===== src/rtl/core/med_pkg.sv =====
package med_pkg;

  localparam int DURATION_BITS_DEF = 25;

  localparam int SPEED_W  = 12;
  localparam int WEIGHT_W = 8;
  localparam int SYM_W    = 3;
  localparam int CFG_IDX_W = 2;
  localparam int CFG_DATA_W = 12;

  localparam logic [CFG_IDX_W-1:0] REG_OVERALL   = 2'd0;
  localparam logic [CFG_IDX_W-1:0] REG_CHARACTER = 2'd1;
  localparam logic [CFG_IDX_W-1:0] REG_WEIGHT    = 2'd2;

  localparam logic [SPEED_W-1:0]  OVERALL_RST   = 12'd320;
  localparam logic [SPEED_W-1:0]  CHARACTER_RST = 12'd0;
  localparam logic [WEIGHT_W-1:0] WEIGHT_RST    = 8'd128;

  localparam logic [SPEED_W-1:0]  SPEED_MIN  = 12'd16;
  localparam logic [SPEED_W-1:0]  SPEED_MAX  = 12'd1920;
  localparam logic [WEIGHT_W-1:0] WEIGHT_MIN = 8'd64;
  localparam logic [WEIGHT_W-1:0] WEIGHT_MAX = 8'd192;

  localparam logic [SYM_W-1:0] SYM_DIT   = 3'd0;
  localparam logic [SYM_W-1:0] SYM_DAH   = 3'd1;
  localparam logic [SYM_W-1:0] SYM_INTRA = 3'd2;
  localparam logic [SYM_W-1:0] SYM_CHAR  = 3'd3;
  localparam logic [SYM_W-1:0] SYM_WORD  = 3'd4;

  // datapath widths
  localparam int CWS_W = 11;            // clamped speed, <= 1920
  localparam int KC_W  = 28;            // numerator constant
  localparam int X_W   = 21;            // numerator operand, <= 1152000
  localparam int CWW_W = 22;            // cw * w
  localparam int N_W   = 45;            // numerator
  localparam int DVD_W = 47;            // 2n + den
  localparam int DSR_W = 28;            // 2 * den
  localparam int QUO_W = 25;            // quotient always below 2^25

  typedef struct packed {
    logic [DVD_W-1:0] rem;
    logic [DSR_W-1:0] dsr;
    logic [QUO_W-1:0] quo;
    logic             known;
  } med_div_t;

endpackage


===== src/rtl/core/med_prep.sv =====
module med_prep (
  input  logic                             clk,
  input  logic                             rst_n,
  input  logic                             in_valid,
  output logic                             in_ready,
  input  logic [med_pkg::SYM_W-1:0]        in_symbol,
  input  logic [med_pkg::SPEED_W-1:0]      overall_speed,
  input  logic [med_pkg::SPEED_W-1:0]      character_speed,
  input  logic [med_pkg::WEIGHT_W-1:0]     mark_weight,
  output logic                             out_valid,
  input  logic                             out_ready,
  output med_pkg::med_div_t                out_data
);

  logic [med_pkg::SPEED_W-1:0]  w, cmax, cw;
  logic [med_pkg::WEIGHT_W-1:0] q;
  logic                         farns;
  logic [20:0]                  pos, neg, dly;
  logic [med_pkg::KC_W-1:0]     kc;
  logic [med_pkg::X_W-1:0]      x;
  logic                         use_cww, known;

  logic                         v1_r, v2_r, v3_r;
  logic                         r1, r2, r3;
  logic [med_pkg::KC_W-1:0]     kc_r;
  logic [med_pkg::X_W-1:0]      x_r;
  logic [med_pkg::CWS_W-1:0]    cw1_r;
  logic [med_pkg::CWW_W-1:0]    cww_r;
  logic                         use_cww_r, known1_r, known2_r;
  logic [med_pkg::N_W-1:0]      n_r;
  logic [26:0]                  den_r;
  logic [48:0]                  prod;
  med_pkg::med_div_t            d3_r;

  always_comb begin
    w = overall_speed;
    if (w < med_pkg::SPEED_MIN) w = med_pkg::SPEED_MIN;
    if (w > med_pkg::SPEED_MAX) w = med_pkg::SPEED_MAX;
    farns = character_speed > w;
    cmax = farns ? character_speed : w;
    cw = (cmax > med_pkg::SPEED_MAX) ? med_pkg::SPEED_MAX : cmax;
    q = mark_weight;
    if (q < med_pkg::WEIGHT_MIN) q = med_pkg::WEIGHT_MIN;
    if (q > med_pkg::WEIGHT_MAX) q = med_pkg::WEIGHT_MAX;
    pos = 21'(cw) * 21'd600;
    neg = 21'(w) * 21'd372;
    dly = (pos > neg) ? pos - neg : 21'd0;
    kc = '0;
    x = '0;
    use_cww = 1'b0;
    known = 1'b1;
    unique case (in_symbol)
      med_pkg::SYM_DIT: begin
        kc = 28'd150000;
        x = med_pkg::X_W'(q);
      end
      med_pkg::SYM_DAH: begin
        kc = 28'd450000;
        x = med_pkg::X_W'(q);
      end
      med_pkg::SYM_INTRA: begin
        kc = 28'd150000;
        x = med_pkg::X_W'(9'd256 - 9'(q));
      end
      med_pkg::SYM_CHAR: begin
        kc = farns ? 28'd4800000 : 28'd57600000;
        x = farns ? dly : 21'd1;
        use_cww = farns;
      end
      med_pkg::SYM_WORD: begin
        kc = farns ? 28'd11200000 : 28'd134400000;
        x = farns ? dly : 21'd1;
        use_cww = farns;
      end
      default: begin
        known = 1'b0;
      end
    endcase
  end

  assign r3 = !v3_r || out_ready;
  assign r2 = !v2_r || r3;
  assign r1 = !v1_r || r2;
  assign in_ready = r1;
  assign prod = 49'(kc_r) * 49'(x_r);

  always_ff @(posedge clk) begin
    if (!rst_n) begin
      v1_r <= 1'b0;
      v2_r <= 1'b0;
      v3_r <= 1'b0;
    end else begin
      if (r1) v1_r <= in_valid;
      if (r2) v2_r <= v1_r;
      if (r3) v3_r <= v2_r;
    end
  end

  always_ff @(posedge clk) begin
    if (r1) begin
      kc_r      <= kc;
      x_r       <= x;
      cw1_r     <= cw[med_pkg::CWS_W-1:0];
      cww_r     <= med_pkg::CWW_W'(cw[med_pkg::CWS_W-1:0]) *
                   med_pkg::CWW_W'(w[med_pkg::CWS_W-1:0]);
      use_cww_r <= use_cww;
      known1_r  <= known;
    end
    if (r2) begin
      n_r      <= prod[med_pkg::N_W-1:0];
      den_r    <= use_cww_r ? 27'(cww_r) * 27'd19 : 27'(cw1_r);
      known2_r <= known1_r;
    end
    if (r3) begin
      d3_r.rem   <= {1'b0, n_r, 1'b0} + med_pkg::DVD_W'(den_r);
      d3_r.dsr   <= {den_r, 1'b0};
      d3_r.quo   <= '0;
      d3_r.known <= known2_r;
    end
  end

  assign out_valid = v3_r;
  assign out_data  = d3_r;

endmodule


===== config.mk =====
export PLATFORM = sky130hd
export DESIGN_NAME = med_prep
export DESIGN_NICKNAME = d
export VERILOG_FILES = /design/src/rtl/core/med_pkg.sv /design/src/rtl/core/med_prep.sv
export SDC_FILE = /design/constraint.sdc
export NUM_CORES = 2
export LEC_CHECK = 0
export BUFFER_PORTS_ARGS = -buffer_cell sky130_fd_sc_hd__buf_2
export CORE_AREA = 2 2 339 207
export DETAILED_ROUTE_END_ITERATION = 6
export DIE_AREA = 0 0 341 209
export MAX_ROUTING_LAYER = met4
export PLACE_DENSITY = 0.66
export SYNTH_ARGS = -nofsm -noshare
export SYNTH_HDL_FRONTEND = slang
export SYNTH_SLANG_ARGS = --single-unit

===== constraint.sdc =====
create_clock -name clk -period 12 [get_ports clk]
set_input_delay 1.8 -clock clk [delete_from_list [all_inputs] [get_ports clk]]
set_output_delay 1.8 -clock clk [all_outputs]
set_load 0.02 [all_outputs]

Word level (Yosys, flattened, before mapping). Cells that the tools add are included.

Muxes and demuxes: 14. $add $sub $neg: 3. Equality and inequality tests: 4. Magnitude comparators: 7. Reduce and logical (&&, ||, !) cells: 11. Multipliers: 5.

Operators with widths (number): one-hot mux 28 bit (4 select lines) (1); one-hot mux 21 bit (3 select lines) (1); 2-to-1 mux 12 bit (4); adder 46 x 27 -> 47 bit (1); multiplier 28 x 21 -> 45 bit (1); 2-to-1 mux 21 bit (2); 2-to-1 mux 28 bit (1); multiplier 22 x 5 -> 27 bit, second input constant (1); 2-to-1 mux 26 bit (1); > comparator 12 x 11 -> 1 bit, second input constant (2); multiplier 11 x 11 -> 22 bit (1); > comparator 21 bit (1); subtractor 21 bit (1); multiplier 12 x 7 -> 19 bit, second input constant (1); multiplier 12 x 7 -> 18 bit, second input constant (1); 2-to-1 mux 8 bit (2); > comparator 12 bit (1); less-than comparator 12 x 5 -> 1 bit, second input constant (1); 2-to-1 mux 11 bit (1); subtractor 9 x 8 -> 10 bit, first input constant (1); > comparator 8 bit, second input constant (1); less-than comparator 8 x 7 -> 1 bit, second input constant (1); equality test 3 x 2 -> 1 bit, second input constant (2); OR reduction 2 bit (3); other kinds (7) (11).

Word-level logic and storage cells: 60. Register bits: 235. Output and inout port bits: 103. Input port bits: 39.

Longest topological paths before layout.
Depth in word-level cells: 13. Gate-level depth with buffers: 40. Mapped depth without buffers: 35.

Least setup slack after synthesis. OpenSTA, ideal clock, no wires.

Path kind: input port to flip-flop. Start point: input overall_speed[6] in the netlist's numbering. End point: register cww_r[19] in the netlist's numbering (data pin). Required time: 11740 ps. Path buffers: 3. Cell stages on the path: 31. Arrival time: 9262 ps. Library setup time: 260 ps. Setup slack: 2478 ps. Cells stage by stage: or3_1 or3_1 nand3_1 ha_1 nor2b_1 o21ai_0 nand2b_1 a21oi_1 nor2_1 o22a_1 clkbuf_1 clkbuf_1 buf_1 o21ai_1 inv_1 nor2_1 fa_1 fa_1 ha_1 fa_1 inv_1 fa_1 inv_1 ha_1 a21boi_0 o21ai_0 a211oi_1 or3_1 a31o_2 a211oi_1 nor3_1.

Longest elaborated chain between the ends: 9.

RTL lines: from (decl) (line med_prep.sv:7) `input logic [med_pkg::SPEED_W-1:0] overall_speed,`; less-than comparator 12 x 5 -> 1 bit (line med_prep.sv:37) `if (w < med_pkg::SPEED_MIN) w = med_pkg::SPEED_MIN;`; 2-to-1 mux 12 bit (*) (line med_prep.sv:37); > comparator 12 x 11 -> 1 bit (line med_prep.sv:38) `if (w > med_pkg::SPEED_MAX) w = med_pkg::SPEED_MAX;`; 2-to-1 mux 12 bit (*) (line med_prep.sv:38); > comparator 12 bit (line med_prep.sv:39) `farns = character_speed > w;`; 2-to-1 mux 12 bit (*) (line med_prep.sv:40) `cmax = farns ? character_speed : w;`; > comparator 12 x 11 -> 1 bit (line med_prep.sv:41) `cw = (cmax > med_pkg::SPEED_MAX) ? med_pkg::SPEED_MAX : cmax;`; 2-to-1 mux 12 bit (*) (line med_prep.sv:41); named net cw (one bit) (line med_prep.sv:15) `logic [med_pkg::SPEED_W-1:0] w, cmax, cw;`; multiplier 11 x 11 -> 22 bit (*) (line med_prep.sv:104) `cww_r <= med_pkg::CWW_W'(cw[med_pkg::CWS_W-1:0]) *`; to (signal assigned) (line med_prep.sv:104); to (decl) (line med_prep.sv:28) `logic [med_pkg::CWW_W-1:0] cww_r;`.

Mark *: on every way through the listed nets, which the timed path passes. The rest lies on a longest branch. A chain may end at the register's enable or synchronous reset.

Worst setup path after layout.
Start point: input overall_speed[7] in the netlist's numbering. End point: register x_r[5] in the netlist's numbering (data pin).

Longest elaborated chain between the ends: 13. Elaborated cells between the ends (all ways): 15. Those cells by class: add/sub (1); mul (2); order compare (5); mux (7).

RTL lines: less-than comparator 12 x 5 -> 1 bit (line med_prep.sv:37); 2-to-1 mux 12 bit (*) (line med_prep.sv:37); > comparator 12 x 11 -> 1 bit (line med_prep.sv:38); 2-to-1 mux 12 bit (*) (line med_prep.sv:38); > comparator 12 bit (line med_prep.sv:39); 2-to-1 mux 12 bit (*) (line med_prep.sv:40); > comparator 12 x 11 -> 1 bit (line med_prep.sv:41); 2-to-1 mux 12 bit (*) (line med_prep.sv:41); named net cw (one bit) (line med_prep.sv:15); multiplier 12 x 7 -> 18 bit (*) (line med_prep.sv:45) `pos = 21'(cw) * 21'd600;`; > comparator 21 bit (*) (line med_prep.sv:47) `dly = (pos > neg) ? pos - neg : 21'd0;`; 2-to-1 mux 21 bit (*) (line med_prep.sv:47); 2-to-1 mux 21 bit (*) (line med_prep.sv:67, med_prep.sv:72); one-hot mux 21 bit (3 select lines) (*) (line med_prep.sv:52) `unique case (in_symbol)`; to (signal assigned) (line med_prep.sv:102) `x_r <= x;`; to (decl) (line med_prep.sv:26) `logic [med_pkg::X_W-1:0] x_r;`.

Marked as above.

==> run summary <==
Fillers = 6,205
Nets@finish = 4,522
Commonest non-fill, non-tap cell in the layout = inv_1
Vias in the first global route = 23,320
Max cap viols = 0
Worst reg2reg endpoint = n_r[41]
GRT overflow = 0
Simple-gate share of the synthesized area = 12.46%
Synth-to-Final Area Change = 6.890%
First-pass GRT wire length = 133,100 µm
Hold Path Depth = 0
Root buffer cell = clkbuf_16
Metal3 WL = 8332 µm
Final min period = 10.90 ns
Die Ht = 209 µm
Hold Buf Count CTS = 0
Synth Instances = 3,465
Leakage = 18.55 nW
Synth warn = 0
Critical-path top delay cell = o22a_1
Worst setup slack after placement = 0.7665 ns
Least-Margin Pin Slew = 1.118 ns
Final worst slack = 1.100 ns
Worst-path clk slew = 0.06 ns
Hold slack = 0.4204 ns
Die area = 0.07127 mm²
Fin crit share = 90.83%
Hold crit path type = reg -> reg
# rows = 75
PD cells = 216.6 mW/mm²
R2R depth = 20
Mux share of post-synthesis cell area = 0.6054%
RSZ-0062 raised after global routing = false
Post-synthesis cell type count = 74
Synthesized area = 0.03369 mm²
# resized after CTS = 0
Critical Path RT = 12.27 ns
Max Fclk = 0.09174 GHz
Die W = 341 µm
Hold path startpoint = known2_r
Final ANT Viol Nets = 0
DRT iter0 DRCs = 2,082
TritonRoute pass-1 iters = 5
Placed cells = 4,446
Number of remaining DRC errors = 0
Fin. max-slew vios = 0
I/O pins = 142
Routed vias = 23,440
Synth Register Bits = 214
CP most frequent cell = ha_1
GPL Wtd Cong = 0.9317
Synth Area in Adders = 46.15%
CTS Buffer Depth = 3
CTS tree = done
Clk Latency, worst-skew pair = 0.56 ns
Starting Density = 49.11%
Synth Area in XOR/XNOR = 3.848%
Non-filler instance count after layout = 4,494
CP Capture Type = flop
Largest net degree at the start of global routing = 70
Ys flop type = edfxtp_1
Fin. Hold Viols = 0
Largest family of logic cells by synthesized area = adder cells
Ys async rst share = 0%
Post-CTS Repair Setup Buffers = 0
Per-cell routed wire length = 18.33 µm
Crit Path Category = in -> reg
Peak supply drop = 216.9 µV
Share of cells above drive strength 1 = 6.194%
Total wire length = 82,390 µm
Inserted Clock Buffers = 25
Worst Path Arrival = 11.17 ns
Reg2Reg Setup Slack = 3.82 ns
Endpoints failing setup = 0
Crit Path Max Fanout = 25
H-tree Lvls = 1
Floorplan core area = 0.06860 mm²
CP Launch Type = primary input
End of the worst hold path = out_data[0]
GRT Resource Usage Total = 24.68%
Initial antenna violation count = 4
Worst Skew = 0.01619 ns
Met2 routed WL = 30,210 µm
Vias per inst = 5.215
Core Util, Final = 52.49%
Sink Count = 214
FF-to-FF Start = x_r[20]
DP Wirelength = 68,470 µm
Post-Route Setup TNS = 0 ns
Compound-gate portion of the synthesized area = 7.703%
Status = complete, no violations
WL met1 = 42,870 µm
EDFF count, synth = 211
Crit-path max cell delay = 0.89 ns
Commonest non-fill, non-tap cells in the layout = 758 x inv_1, 514 x fa_1, 420 x ha_1
PortBufs = 115
Sequential share of the synthesized area = 18.99%
Max Used Layer = met4
Max_slew headroom = 25.49%
Synth Area per Inst = 9.722 µm²
[worst max-delay path by stage]
stage | from | to | slack (ns)
after detailed placement | overall_speed[11] | x_r[5] | 0.77
after global routing | overall_speed[11] | x_r[5] | 0.41
final | overall_speed[7] | x_r[5] | 1.10
after global placement | overall_speed[11] | x_r[5] | 0.82
after CTS | overall_speed[11] | x_r[5] | 1.30
after floorplan | overall_speed[6] | cww_r[19] | 2.48
[registers in the layout (all words and copies together) (netlist names)]
register / flops
v1_r: 1
n_r: 41
cw1_r: 11
known1_r: 1
cww_r: 22
out_valid: 1
v2_r: 1
out_data: 70
use_cww_r: 1
den_r: 27
kc_r: 16
known2_r: 1
x_r: 21
[synthesized netlist by cell type, types with 4 or more instances]
cell	instances	area share, %
inv_1	759	8.5
nor2_1	157	1.7
mux2i_1	8	0.24
nor3_1	34	0.51
o31ai_1	16	0.36
a31oi_1	8	0.15
nand2b_1	19	0.35
fa_1	514	31
o211ai_1	16	0.36
mux2_2	11	0.37
clkinv_1	4	0.045
a21o_1	47	1.0
and3_1	14	0.26
clkbuf_1	80	0.89
o21a_1	16	0.36
xnor2_1	96	2.5
nand3_1	33	0.49
or2_2	15	0.28
o21ai_0	78	1.2
a21oi_2	4	0.10
nor2b_1	27	0.50
nand3b_1	6	0.13
o211a_1	4	0.12
xor2_1	52	1.4
nand4_1	14	0.26
nand2_1	298	3.3
a2111oi_0	8	0.21
o21bai_1	14	0.31
a41oi_1	4	0.10
nor4_1	6	0.11
buf_4	31	0.69
a21boi_0	6	0.13
and4_1	4	0.10
a211oi_1	16	0.36
a21oi_1	136	2.0
and2_1	200	3.7
ha_1	420	16
a31o_2	4	0.10
edfxtp_1	211	19
nor3b_1	5	0.11
or3_1	18	0.33
[where the power goes]
group	internal, mW	leakage [nW]	switching, mW
clock	0.449	0.396	0.324
sequential	1.15	2.46	0.193
combinational	2.33	15.7	3.36
total	3.93	18.5	3.87
[metrics by stage]
step / power [mW] / cell area (µm²)
floorplan: 5.638 / 33810
global placement: 6.939 / 35190
detailed placement: 6.972 / 35190
CTS: 7.799 / 36000
global route: 8.629 / 36010
finish: 7.801 / 36010
[routing by layer]
metal	vias to the layer above	track usage, %
met1	11430	39.93
met3	53	6.787
met5	-	-
li1	11120	-
met4	0	3.008
met2	834	30.59
[area by class of cell]
type / instances / area, µm² / share of cell area (%)
diodes: 2 / 5.005 / 0.01390
clock buffers: 31 / 648.1 / 1.800
clock inverters: 15 / 161.4 / 0.4483
inverters: 764 / 2874 / 7.982
multi-input cells: 2403 / 24000 / 66.64
flip-flops and latches: 214 / 6396 / 17.76
well taps: 924 / 1156 / 3.211
repair buffers: 141 / 770.7 / 2.141
[critical path, delay by kind of cell]
family          cells  cell delay, ns
buf+inv             4            0.67
compound gates     12            3.96
simple gates        9            1.75
xor+xnor            1            0.09
fa+ha+maj           7            2.88
[cell families after synthesis]
| group | count (synthesis) |
|---|---|
| compound gates | 408 |
| flops | 214 |
| other cells | 2 |
| fa+ha+maj | 934 |
| mux | 19 |
| buf+inv | 881 |
| simple gates | 859 |
| xor+xnor | 148 |
Note: power is estimated with default switching activity, not from simulation.
