## config.mk

```make
export PLATFORM = sky130hd
export DESIGN_NAME = med_cell
export DESIGN_NICKNAME = d
export VERILOG_FILES = /design/src/rtl/core/med_pkg.sv /design/src/rtl/core/med_cell.sv
export SDC_FILE = /design/constraint.sdc
export NUM_CORES = 1
export LEC_CHECK = 0
export BUFFER_PORTS_ARGS = -buffer_cell sky130_fd_sc_hd__buf_2
export CAP_MARGIN = 40
export CORE_MARGIN = 2
export CORE_UTILIZATION = 35
export CTS_BUF_LIST = sky130_fd_sc_hd__clkbuf_8
export CTS_CLUSTER_DIAMETER = 150
export CTS_CLUSTER_SIZE = 30
export DETAILED_ROUTE_END_ITERATION = 10
export GPL_ROUTABILITY_DRIVEN = 0
export HOLD_SLACK_MARGIN = 0.06
export PLACE_DENSITY_LB_ADDON = 0.15
export REMOVE_ABC_BUFFERS = 1
export SYNTH_ARGS = -nofsm -noshare
export SYNTH_HDL_FRONTEND = slang
export SYNTH_SLANG_ARGS = --single-unit
```

## constraint.sdc

```tcl
create_clock -name clk -period 4.1 [get_ports clk]
set_clock_uncertainty 0.1 [all_clocks]
set_input_delay 0.82 -clock clk [delete_from_list [all_inputs] [get_ports clk]]
set_output_delay 0.82 -clock clk [all_outputs]
set_load 0.02 [all_outputs]
```

## src/rtl/core/med_pkg.sv

```systemverilog
package med_pkg;

  localparam int DURATION_BITS_DEF = 25;

  localparam int SPEED_W  = 12;
  localparam int WEIGHT_W = 8;
  localparam int SYM_W    = 3;
  localparam int CFG_IDX_W = 2;
  localparam int CFG_DATA_W = 12;

  localparam logic [CFG_IDX_W-1:0] REG_OVERALL   = 2'd0;
  localparam logic [CFG_IDX_W-1:0] REG_CHARACTER = 2'd1;
  localparam logic [CFG_IDX_W-1:0] REG_WEIGHT    = 2'd2;

  localparam logic [SPEED_W-1:0]  OVERALL_RST   = 12'd320;
  localparam logic [SPEED_W-1:0]  CHARACTER_RST = 12'd0;
  localparam logic [WEIGHT_W-1:0] WEIGHT_RST    = 8'd128;

  localparam logic [SPEED_W-1:0]  SPEED_MIN  = 12'd16;
  localparam logic [SPEED_W-1:0]  SPEED_MAX  = 12'd1920;
  localparam logic [WEIGHT_W-1:0] WEIGHT_MIN = 8'd64;
  localparam logic [WEIGHT_W-1:0] WEIGHT_MAX = 8'd192;

  localparam logic [SYM_W-1:0] SYM_DIT   = 3'd0;
  localparam logic [SYM_W-1:0] SYM_DAH   = 3'd1;
  localparam logic [SYM_W-1:0] SYM_INTRA = 3'd2;
  localparam logic [SYM_W-1:0] SYM_CHAR  = 3'd3;
  localparam logic [SYM_W-1:0] SYM_WORD  = 3'd4;

  // datapath widths
  localparam int CWS_W = 11;            // clamped speed, <= 1920
  localparam int KC_W  = 28;            // numerator constant
  localparam int X_W   = 21;            // numerator operand, <= 1152000
  localparam int CWW_W = 22;            // cw * w
  localparam int N_W   = 45;            // numerator
  localparam int DVD_W = 47;            // 2n + den
  localparam int DSR_W = 28;            // 2 * den
  localparam int QUO_W = 25;            // quotient always below 2^25

  typedef struct packed {
    logic [DVD_W-1:0] rem;
    logic [DSR_W-1:0] dsr;
    logic [QUO_W-1:0] quo;
    logic             known;
  } med_div_t;

endpackage

```

## src/rtl/core/med_cell.sv

```systemverilog
module med_cell #(
  parameter int BIT = 0
) (
  input  logic              clk,
  input  logic              rst_n,
  input  logic              in_valid,
  output logic              in_ready,
  input  med_pkg::med_div_t in_data,
  output logic              out_valid,
  input  logic              out_ready,
  output med_pkg::med_div_t out_data
);

  localparam int CMP_W = med_pkg::DVD_W + med_pkg::DSR_W;

  logic              v_r;
  med_pkg::med_div_t d_r, d_nxt;
  logic [CMP_W-1:0]  sh, rem_ext;

  // one restoring-division step for quotient bit BIT
  always_comb begin
    sh = CMP_W'(in_data.dsr) << BIT;
    rem_ext = CMP_W'(in_data.rem);
    d_nxt = in_data;
    if (rem_ext >= sh) begin
      d_nxt.rem = in_data.rem - sh[med_pkg::DVD_W-1:0];
      d_nxt.quo[BIT] = 1'b1;
    end
  end

  assign in_ready = !v_r || out_ready;

  always_ff @(posedge clk) begin
    if (!rst_n) begin
      v_r <= 1'b0;
    end else if (in_ready) begin
      v_r <= in_valid;
    end
  end

  always_ff @(posedge clk) begin
    if (in_ready) d_r <= d_nxt;
  end

  assign out_valid = v_r;
  assign out_data  = d_r;

endmodule

```

* Word-level counts from Yosys, hierarchy flattened
Cells that the tools add are included.
** Storage, ports and cells
- Logic and storage cells :: 11
- Output and inout bits :: 103
- Bits in writable memories :: 0
- Memories :: 0
- Memory bits (read-only) :: 0
- Bits in latches :: 0
- Bits in registers :: 102
** Cells by class
- Eq/ne operators :: 0
- Bitwise operators :: 0
- Muxes and demuxes :: 1
- Order comparisons :: 1
- Reduce and logical (&&, ||, !) cells :: 2
- Shift operators :: 0
- Div/mod/pow operators :: 0
- $add $sub $neg :: 1
- Multipliers :: 0
** Operators with widths (number)
- 47-bit by 28-bit greater-or-equal comparator with 1-bit output :: 1
- 47-bit two-way mux :: 1
- 47-bit by 28-bit subtractor with 47-bit output :: 1
- 1-bit logical NOT :: 1
- 1-bit logical OR :: 1

* Logic depth before layout (Yosys ltp)
Gate-level depths: netlist of run 1.
- Depth after elaboration :: 2
- Mapped depth :: 13

* Worst setup path after synthesis of run 1
Ideal clock, no wire load.
- Kind :: input to output
- Start :: input out_ready
- End :: output in_ready
- Arrival :: 3.422 ns
- Path buffers :: 0
- Cell stages on the path :: 1
- Setup slack :: -0.242 ns
- Cell sequence :: nand2b_1
** On the way
- Longest elaborated chain between the ends :: 1
** Ends and longest elaborated chain
- start: declaration :: line med_cell.sv:10 : input logic out_ready,
- 1-bit logical OR :: line med_cell.sv:31 : assign in_ready = !v_r || out_ready;
- end: declaration :: line med_cell.sv:7 : output logic in_ready,
No other way between the ends.

==> results of run 1 <==
==> how the worst max path moves through the flow <==
stage / from / endpoint / slack, ns / cells after the start
after floorplan: out_ready / in_ready / -0.24 / 1
final: in_data[54] / out_data[98] / 0.40 / 13
after detailed placement: in_data[54] / out_data[98] / -0.01 / 13
after global placement: in_data[54] / out_data[92] / 0.01 / 13
after CTS: in_data[54] / out_data[98] / 0.40 / 13
after global routing: in_data[54] / out_data[98] / 0.22 / 13
==> power by group through the flow <==
stage | clock [mW] | sequential (mW) | combinational, mW
2_1_floorplan | 0 | 1.49 | 0.277
3_3_place_gp | 0 | 1.34 | 0.686
3_5_place_dp | 0 | 1.34 | 0.689
4_1_cts | 0.651 | 1.32 | 0.693
5_1_grt | 0.686 | 1.33 | 0.753
6_report | 0.618 | 1.31 | 0.687
==> worst max-delay path, delay by kind of cell <==
family | cells | cell delay [ns]
xor gates and xnor gates | 1 | 0.11
buffers and inverters | 3 | 0.20
adders and majority gates | 2 | 0.53
AOI/OAI and AO/OA | 7 | 2.06
==> area by class of cell <==
type,count,area share (%)
flip-flops and latches,102,42.9
multi-input cells,322,31.8
repair buffers,226,16.7
well taps,211,3.71
inverters,39,2.06
clock buffers,10,1.93
clock inverters,6,0.774
diodes,1,0.0352
==> registers in the layout, indices dropped and copies added (netlist names) <==
register / cells
out_valid: 1
out_data: 101
==> kinds of logic (layout without fill, tap and decap cells) <==
logic type      after synthesis  count (layout)  share of synthesized area (%)
buf+inv                      50             281                           3.61
compound gates              115             115                           15.7
other cells                   0               1                              0
xor+xnor                     44              44                           7.00
simple gates                134             134                           11.5
fa+ha+maj                    29              29                           6.72
flops                       102             102                           55.4
==> synthesized netlist by cell type (6+ instances only) <==
master	count	area (µm²)
edfxtp_1	101	3030
a21oi_1	40	200
inv_1	39	146
nor2_1	39	146
nand2_1	38	143
ha_1	28	350
xor2_1	26	228
xnor2_1	18	158
o21ai_0	17	85.1
nor3_1	16	80.1
a211oi_1	10	75.1
a21o_1	10	75.1
nand3_1	9	45.0
buf_2	6	30.0
o211ai_1	6	45.0
==> metal layers <==
metal / vias to the layer above / GRT usage (%)
li1: 2208 / -
met1: 2034 / 21.3
met2: 191 / 26.2
met3: 20 / 4.09
met4: 0 / 5.25
met5: - / 0
==> through the flow <==
stage	utilization (%)	setup TNS [ns]	power [mW]	worst slack [ns]
3_3_place_gp	45.2	0	2.02	0.0108
2_1_floorplan	-	-0.253	1.77	-0.242
6_report	46.4	0	2.62	0.400
3_5_place_dp	45.2	-0.0136	2.03	-0.0123
5_1_grt	46.4	0	2.76	0.216
4_1_cts	46.4	0	2.66	0.397
==> impl_metrics.env, run 1 <==
export IMPL_grt_pass1_vias=4218
export IMPL_final_cells=917
export IMPL_synth_enable_flop_cells=101
export IMPL_path_cells="buf_2 > inv_1 > ha_1 > inv_1 > fa_1 > a21o_1 > a221o_1 > a221oi_4 > o21ai_2 > a2111oi_4 > o31ai_4 > a2111oi_4 > xor2_1"
export IMPL_wl_per_cell_um=15.2
export IMPL_period_needed_ns=3.70
export IMPL_r2r_start="out_valid"
export IMPL_worst_slew_pin_slew_ns=0.714
export IMPL_layout_area_seq_um2=3050
export IMPL_num_vias=4453
export IMPL_grt_pass1_wl_mm=21.1
export IMPL_core_um2=15300
export IMPL_start_util_pct=36.0
export IMPL_whs_ns=0.507
export IMPL_end_kind="flop"
export IMPL_route_met3_wl_mm=1.06
export IMPL_comb_power_share_pct=26.2
export IMPL_async_flop_share_pct=0
export IMPL_fillers=1506
export IMPL_grt_start_max_net_pins=103
export IMPL_ir_drop_mv=0.148
export IMPL_rows=45
export IMPL_grt_ovfl_total=0
export IMPL_met2_length_mm=6.34
export IMPL_ant_nets=0
export IMPL_path_clk_slew_ns=0.10
export IMPL_syn2layout_area_growth_pct=29.1
export IMPL_wirelength_met1_mm=6.30
export IMPL_synth_area_per_cell_um2=11.6
export IMPL_htree_num_levels=3
export IMPL_postSynthCellCount=474
export IMPL_cp_slowest_cell="a2111oi_4"
export IMPL_cp_start_kind="input port"
export IMPL_status="completed"
export IMPL_grtUsageTotal_pct=16.2
export IMPL_pwr_share_seq_pct=50.2
export IMPL_dpl_hpwl_mm=10.8
export IMPL_r2r_end="out_data[68]"
export IMPL_final_hold_viol_count=0
export IMPL_routed_via_density=4.86
export IMPL_die_w_um=129
export IMPL_reg2regPathDepth=2
export IMPL_cts_buffers=9
export IMPL_min_to="out_data[9]"
export IMPL_io_pins=208
export IMPL_die_area_um2=16800
export IMPL_routed_wl_mm=13.9
export IMPL_crit_required_ns=4.13
export IMPL_fmax_ghz=0.270
export IMPL_drv_cap=0
export IMPL_p_leak_nw=3.12
export IMPL_clk_latency_ns=0.38
export IMPL_numPortBuffers=207
export IMPL_synth_seq_area_share_pct=55.4
export IMPL_synth_area_um2=5510
export IMPL_cts_hold_buffers=0
export IMPL_cts_resized=0
export IMPL_cts_root_buf="clkbuf_8"
export IMPL_highest_layer="met4"
export IMPL_slowest_delay_ns=0.45
export IMPL_maxSlewHeadroom_pct=52.4
export IMPL_clkPwrFrac_pct=23.6
export IMPL_cts_tree="yes"
export IMPL_crit_type="input port to flop"
export IMPL_final_cell_mix="207 x buf_2, 101 x edfxtp_1, 40 x a21oi_1, 39 x inv_1, 39 x nor2_1"
export IMPL_clk_path_buf_depth=2
export IMPL_ys_flop_type="edfxtp_1"
export IMPL_final_cell_area_um2=7110
export IMPL_nets=834
export IMPL_cts_sinks=102
export IMPL_rsz0062_at_grt="no"
export IMPL_yosysWarnings=0
export IMPL_drt_pass1_iterations=4
export IMPL_internal_power_mw=1.79
export IMPL_post_cts_buffers=0
export IMPL_die_h_um=129
export IMPL_cp_arrival_ns=3.73
export IMPL_antenna_found_initial=0
export IMPL_synth_seq_cells=102
export IMPL_cp_max_fo=10
export IMPL_drive_above_1_share_pct=36.3
export IMPL_place_inst=900
export IMPL_hold_depth=1
export IMPL_switching_share_pct=31.6
export IMPL_p_sw_mw=0.827
export IMPL_drc_errors=0
export IMPL_setup_violations=0
export IMPL_regToRegSetupSlack_ns=2.69
export IMPL_multi_input_area_um2=2260
export IMPL_hp_start="in_data[9]"
export IMPL_place_area_um2=6920
export IMPL_drt_iter0_drc=224
export IMPL_power_density_nw_per_um2=368
export IMPL_final_max_slew_viol_count=0
export IMPL_mostFrequentLayoutCell="buf_2"
export IMPL_synth_cell_types=52
export IMPL_timing_hold_worst_class="input port to flop"
export IMPL_period_share_pct=90.2
No activity file was read; power rests on OpenSTA's default activity.
==> run 2, diff against run 1 <==
--- a/config.mk
+++ b/config.mk
@@ -15,7 +15,6 @@
 export DETAILED_ROUTE_END_ITERATION = 10
 export GPL_ROUTABILITY_DRIVEN = 0
 export HOLD_SLACK_MARGIN = 0.06
-export PLACE_DENSITY_LB_ADDON = 0.15
 export REMOVE_ABC_BUFFERS = 1
 export SYNTH_ARGS = -nofsm -noshare
 export SYNTH_HDL_FRONTEND = slang
==> run 2 against run 1 <==
Effect of this change: cell count is 0.65% higher; sequential share of layout area decreased by 0.40 points; clock power increased by 12%; worst hold slack got worse by 0.015 ns; critical path type unchanged; register-to-register slack lost 0.15 ns; non-clock buffer count up 6; global-route usage rose by 0.93 points.
==> impl_metrics.env, run 2 (synthesis results as in run 1) <==
export IMPL_status="completed"
export IMPL_drt_iter0_drc=188
export IMPL_hp_start="in_data[0]"
export IMPL_grt_start_max_net_pins=61
export IMPL_comb_power_share_pct=25.8
export IMPL_drive_above_1_share_pct=36.8
export IMPL_internal_power_mw=1.84
export IMPL_cp_max_fo=9
export IMPL_reg2regPathDepth=2
export IMPL_grt_pass1_wl_mm=22.1
export IMPL_cp_arrival_ns=3.82
export IMPL_antenna_found_initial=0
export IMPL_drt_pass1_iterations=4
export IMPL_die_area_um2=16800
export IMPL_cp_num_buf_inv=3
export IMPL_nets=840
export IMPL_wl_per_cell_um=15.8
export IMPL_layout_area_seq_um2=3050
export IMPL_path_clk_slew_ns=0.11
export IMPL_timing_hold_worst_class="input port to flop"
export IMPL_p_leak_nw=3.16
export IMPL_ant_nets=0
export IMPL_fillers=1461
export IMPL_period_needed_ns=3.78
export IMPL_slowest_delay_ns=0.47
export IMPL_cts_tree="yes"
export IMPL_critPathTopFamily="compound AO/OA/AOI/OAI gates"
export IMPL_ir_drop_mv=0.156
export IMPL_whs_ns=0.492
export IMPL_grt_ovfl_total=0
export IMPL_htree_num_levels=3
export IMPL_final_hold_viol_count=0
export IMPL_core_um2=15300
export IMPL_tns_ns=0
export IMPL_cts_sinks=102
export IMPL_place_area_um2=6960
export IMPL_fmax_ghz=0.264
export IMPL_cp_start_kind="input port"
export IMPL_start_util_pct=36.0
export IMPL_cts_root_buf="clkbuf_8"
export IMPL_die_w_um=129
export IMPL_min_to="out_data[0]"
export IMPL_cp_slowest_cell="a2111oi_4"
export IMPL_final_max_slew_viol_count=0
export IMPL_num_vias=4516
export IMPL_crit_required_ns=4.14
export IMPL_clk_latency_ns=0.39
export IMPL_p_sw_mw=0.858
export IMPL_end_kind="flop"
export IMPL_grt_pass1_vias=4497
export IMPL_worst_slew_pin_slew_ns=0.760
export IMPL_numPortBuffers=207
export IMPL_multi_input_area_um2=2260
export IMPL_die_h_um=129
export IMPL_io_pins=208
export IMPL_routed_wl_mm=14.5
export IMPL_layout_setup_ws_ns=0.315
export IMPL_pre_cts_slack_ns=-0.0705
export IMPL_largest_reg_flops=101
export IMPL_routed_via_density=4.89
export IMPL_drv_cap=0
export IMPL_power_density_nw_per_um2=376
export IMPL_cts_hold_buffers=0
export IMPL_setup_violations=0
export IMPL_rsz0062_at_grt="no"
export IMPL_dpl_hpwl_mm=11.5
export IMPL_path_cells="buf_2 > inv_1 > ha_1 > inv_1 > fa_1 > a21o_1 > a221o_1 > a221oi_4 > o21ai_2 > a2111oi_4 > o31ai_4 > a2111oi_4 > xor2_1"
export IMPL_cp_startpoint="in_data[54]"
export IMPL_power_total_mw=2.70
export IMPL_syn2layout_area_growth_pct=30.4
export IMPL_final_cell_mix="207 x buf_2, 101 x edfxtp_1, 40 x a21oi_1, 39 x inv_1, 39 x nor2_1"
export IMPL_clk_path_buf_depth=2
export IMPL_regToRegSetupSlack_ns=2.54
export IMPL_grtUsageTotal_pct=17.1
export IMPL_post_cts_buffers=0
export IMPL_r2r_end="out_data[1]"
export IMPL_r2r_start="out_valid"
export IMPL_clkPwrFrac_pct=25.7
export IMPL_maxSlewHeadroom_pct=49.4
export IMPL_mostFrequentLayoutCell="buf_2"
export IMPL_hold_depth=1
export IMPL_crit_type="input port to flop"
export IMPL_cts_resized=0
export IMPL_switching_share_pct=31.7
export IMPL_final_cell_area_um2=7180
export IMPL_rows=45
export IMPL_pwr_share_seq_pct=48.5
export IMPL_period_share_pct=92.3
export IMPL_drc_errors=0
export IMPL_cts_buffers=9
## run 2: worst max path at each step
stage	to	slack [ns]	cells after the start
finish	out_data[98]	0.32	13
global route	out_data[98]	0.13	13
CTS	out_data[98]	0.33	13
detailed placement	out_data[92]	-0.07	13
global placement	out_data[92]	-0.02	13
floorplan	in_ready	-0.24	1
## run 2: per-layer routing
metal | track usage, % | routed length, µm | vias up
met2 | 29.6 | 7080 | 155
met1 | 20.5 | 6170 | 2132
met4 | 6.77 | 280 | 0
met3 | 4.21 | 1010 | 19
li1 | - | - | 2210
met5 | 0 | 0 | -
## run 2: layout make-up
type	count	share of cell area, %
diodes	1	0.0348
clock buffers	9	1.73
clock inverters	7	1.27
inverters	39	2.04
multi-input cells	322	31.5
flip-flops and latches	102	42.5
well taps	211	3.68
repair buffers	232	17.2
## run 2: worst register-to-register path, cell delays in order (launching register included)
cell	delay, ns
dfxtp_1	0.35
nand2b_4	0.10
buf_4	0.62
## run 2: power by group through the flow
stage               clock (mW)  sequential [mW]  combinational (mW)
finish                   0.694             1.31               0.697
global route             0.753             1.32               0.761
CTS                      0.719             1.31               0.702
detailed placement           0             1.33               0.698
global placement             0             1.34               0.691
floorplan                    0             1.49               0.277
## run 2: per-stage QoR
stage,utilization [%],instances
after global placement,45.5,906
after detailed placement,45.5,906
after CTS,46.9,922
final,46.9,923
after floorplan,-,463
after global routing,46.9,922
==> run 3, diff against run 2 <==
--- a/config.mk
+++ b/config.mk
@@ -15,6 +15,7 @@
 export DETAILED_ROUTE_END_ITERATION = 10
 export GPL_ROUTABILITY_DRIVEN = 0
 export HOLD_SLACK_MARGIN = 0.06
+export PLACE_DENSITY = 0.68
 export REMOVE_ABC_BUFFERS = 1
 export SYNTH_ARGS = -nofsm -noshare
 export SYNTH_HDL_FRONTEND = slang
==> run 3 against run 2 <==
Effect of this change: largest cell class unchanged; worst setup slack lost 0.014 ns; largest power group unchanged; critical path depth unchanged; cell count unchanged; sequential power hardly changed; first-iteration DRC count up 4.3%; sequential cell count unchanged.
==> impl_metrics.env, run 3 (synthesis results as in run 1) <==
export IMPL_status="completed"
export IMPL_routed_wl_mm=14.0
export IMPL_path_clk_slew_ns=0.11
export IMPL_cp_slowest_cell="a2111oi_4"
export IMPL_antenna_found_initial=2
export IMPL_htree_num_levels=3
export IMPL_rows=45
export IMPL_cp_num_buf_inv=3
export IMPL_cts_resized=0
export IMPL_worst_slew_pin_slew_ns=0.691
export IMPL_final_util_pct=46.9
export IMPL_period_share_pct=92.6
export IMPL_die_w_um=129
export IMPL_whs_ns=0.497
export IMPL_clk_path_buf_depth=2
export IMPL_period_needed_ns=3.80
export IMPL_cts_hold_buffers=0
export IMPL_final_cell_area_um2=7180
export IMPL_wl_per_cell_um=15.1
export IMPL_io_pins=208
export IMPL_final_hold_viol_count=0
export IMPL_end_kind="flop"
export IMPL_fmax_ghz=0.263
export IMPL_cp_max_fo=9
export IMPL_cp_startpoint="in_data[54]"
export IMPL_largest_reg_flops=101
export IMPL_final_cell_mix="207 x buf_2, 101 x edfxtp_1, 40 x inv_1, 40 x a21oi_1, 39 x nor2_1"
export IMPL_nets=839
export IMPL_maxSlewHeadroom_pct=53.9
export IMPL_drv_cap=0
export IMPL_rsz0062_at_grt="no"
export IMPL_numPortBuffers=207
export IMPL_syn2layout_area_growth_pct=30.3
export IMPL_grt_pass1_vias=4235
export IMPL_post_cts_buffers=0
export IMPL_grt_pass1_wl_mm=21.0
export IMPL_ir_drop_mv=0.205
export IMPL_dpl_hpwl_mm=10.8
export IMPL_cts_root_buf="clkbuf_8"
export IMPL_drive_above_1_share_pct=36.6
export IMPL_cts_sinks=102
export IMPL_start_util_pct=36.0
export IMPL_crit_required_ns=4.12
export IMPL_power_density_nw_per_um2=373
export IMPL_path_cells="buf_2 > inv_1 > ha_1 > inv_1 > fa_1 > a21o_1 > a221o_1 > a221oi_4 > o21ai_2 > a2111oi_4 > o31ai_4 > a2111oi_4 > xor2_1"
export IMPL_cts_buffers=9
export IMPL_hp_start="in_data[8]"
export IMPL_timing_hold_worst_class="input port to flop"
export IMPL_mostFrequentLayoutCell="buf_2"
export IMPL_cts_tree="yes"
export IMPL_final_max_slew_viol_count=0
export IMPL_p_leak_nw=3.17
export IMPL_drt_pass1_iterations=4
export IMPL_place_area_um2=6970
export IMPL_slowest_delay_ns=0.45
export IMPL_die_h_um=129
export IMPL_power_total_mw=2.67
export IMPL_num_vias=4436
export IMPL_grt_start_max_net_pins=103
export IMPL_r2r_start="out_valid"
export IMPL_crit_type="input port to flop"
export IMPL_hold_depth=1
export IMPL_core_um2=15300
export IMPL_critPathTopFamily="compound AO/OA/AOI/OAI gates"
export IMPL_cp_start_kind="input port"
export IMPL_ant_nets=0
export IMPL_grt_ovfl_total=0
export IMPL_reg2regPathDepth=2
export IMPL_die_area_um2=16800
export IMPL_routed_via_density=4.81
export IMPL_final_cells=923
export IMPL_drc_errors=0
export IMPL_cp_arrival_ns=3.82
export IMPL_crit_cells=13
export IMPL_drt_iter0_drc=196
export IMPL_clk_latency_ns=0.38
export IMPL_place_inst=905
export IMPL_setup_violations=0
export IMPL_grtUsageTotal_pct=16.4
[run 3: cell types whose count changed in the layout (fill, tap and decap cells not counted)]
cell        delta
diode_2        +1
clkinvlp_4     -1
buf_4          -2
inv_1          +1
inv_8          +1
clkinv_8       -1
buf_12         +1
[run 3: cell type report]
| cell class | instances | area (µm²) |
|---|---|---|
| fillers | 1482 | 8140 |
| multi-input cells | 322 | 2260 |
| clock inverters | 7 | 82.6 |
| diodes | 2 | 5.00 |
| flip-flops and latches | 102 | 3050 |
| clock buffers | 9 | 124 |
| well taps | 211 | 264 |
| inverters | 39 | 146 |
| repair buffers | 231 | 1240 |
[run 3: worst reg2reg max path, cell delays in order, from the launching register on]
cell	delay, ns
dfxtp_1	0.35
nand2b_4	0.12
buf_12	0.45
[run 3: stage by stage]
stage / setup TNS (ns) / setup slack, ns
after detailed placement: -0.367 / -0.109
final: 0 / 0.302
after CTS: 0 / 0.312
after global placement: -0.190 / -0.0657
after floorplan: -0.253 / -0.242
after global routing: 0 / 0.118
[run 3: worst paths after layout]
check                 endpoint  slack (ns)
setup / recovery  out_data[98]        0.30
setup reg to reg  out_data[42]        2.68
hold reg to reg   out_data[10]        0.89
hold / removal     out_data[8]        0.50
[run 3: metal layers]
layer	wire length, µm	global-route usage [%]	share of wire, %	vias up
met5	11	0	0.079	-
met4	239	6.64	1.7	2
met3	944	3.84	6.8	22
met2	6670	27.7	48	156
met1	6090	20.3	44	2040
li1	-	-	-	2216
[run 3: report_power, final]
part	leakage [nW]	switching, mW	internal (mW)
sequential	1.05	0.0265	1.28
clock	0.109	0.377	0.294
combinational	2.01	0.430	0.264
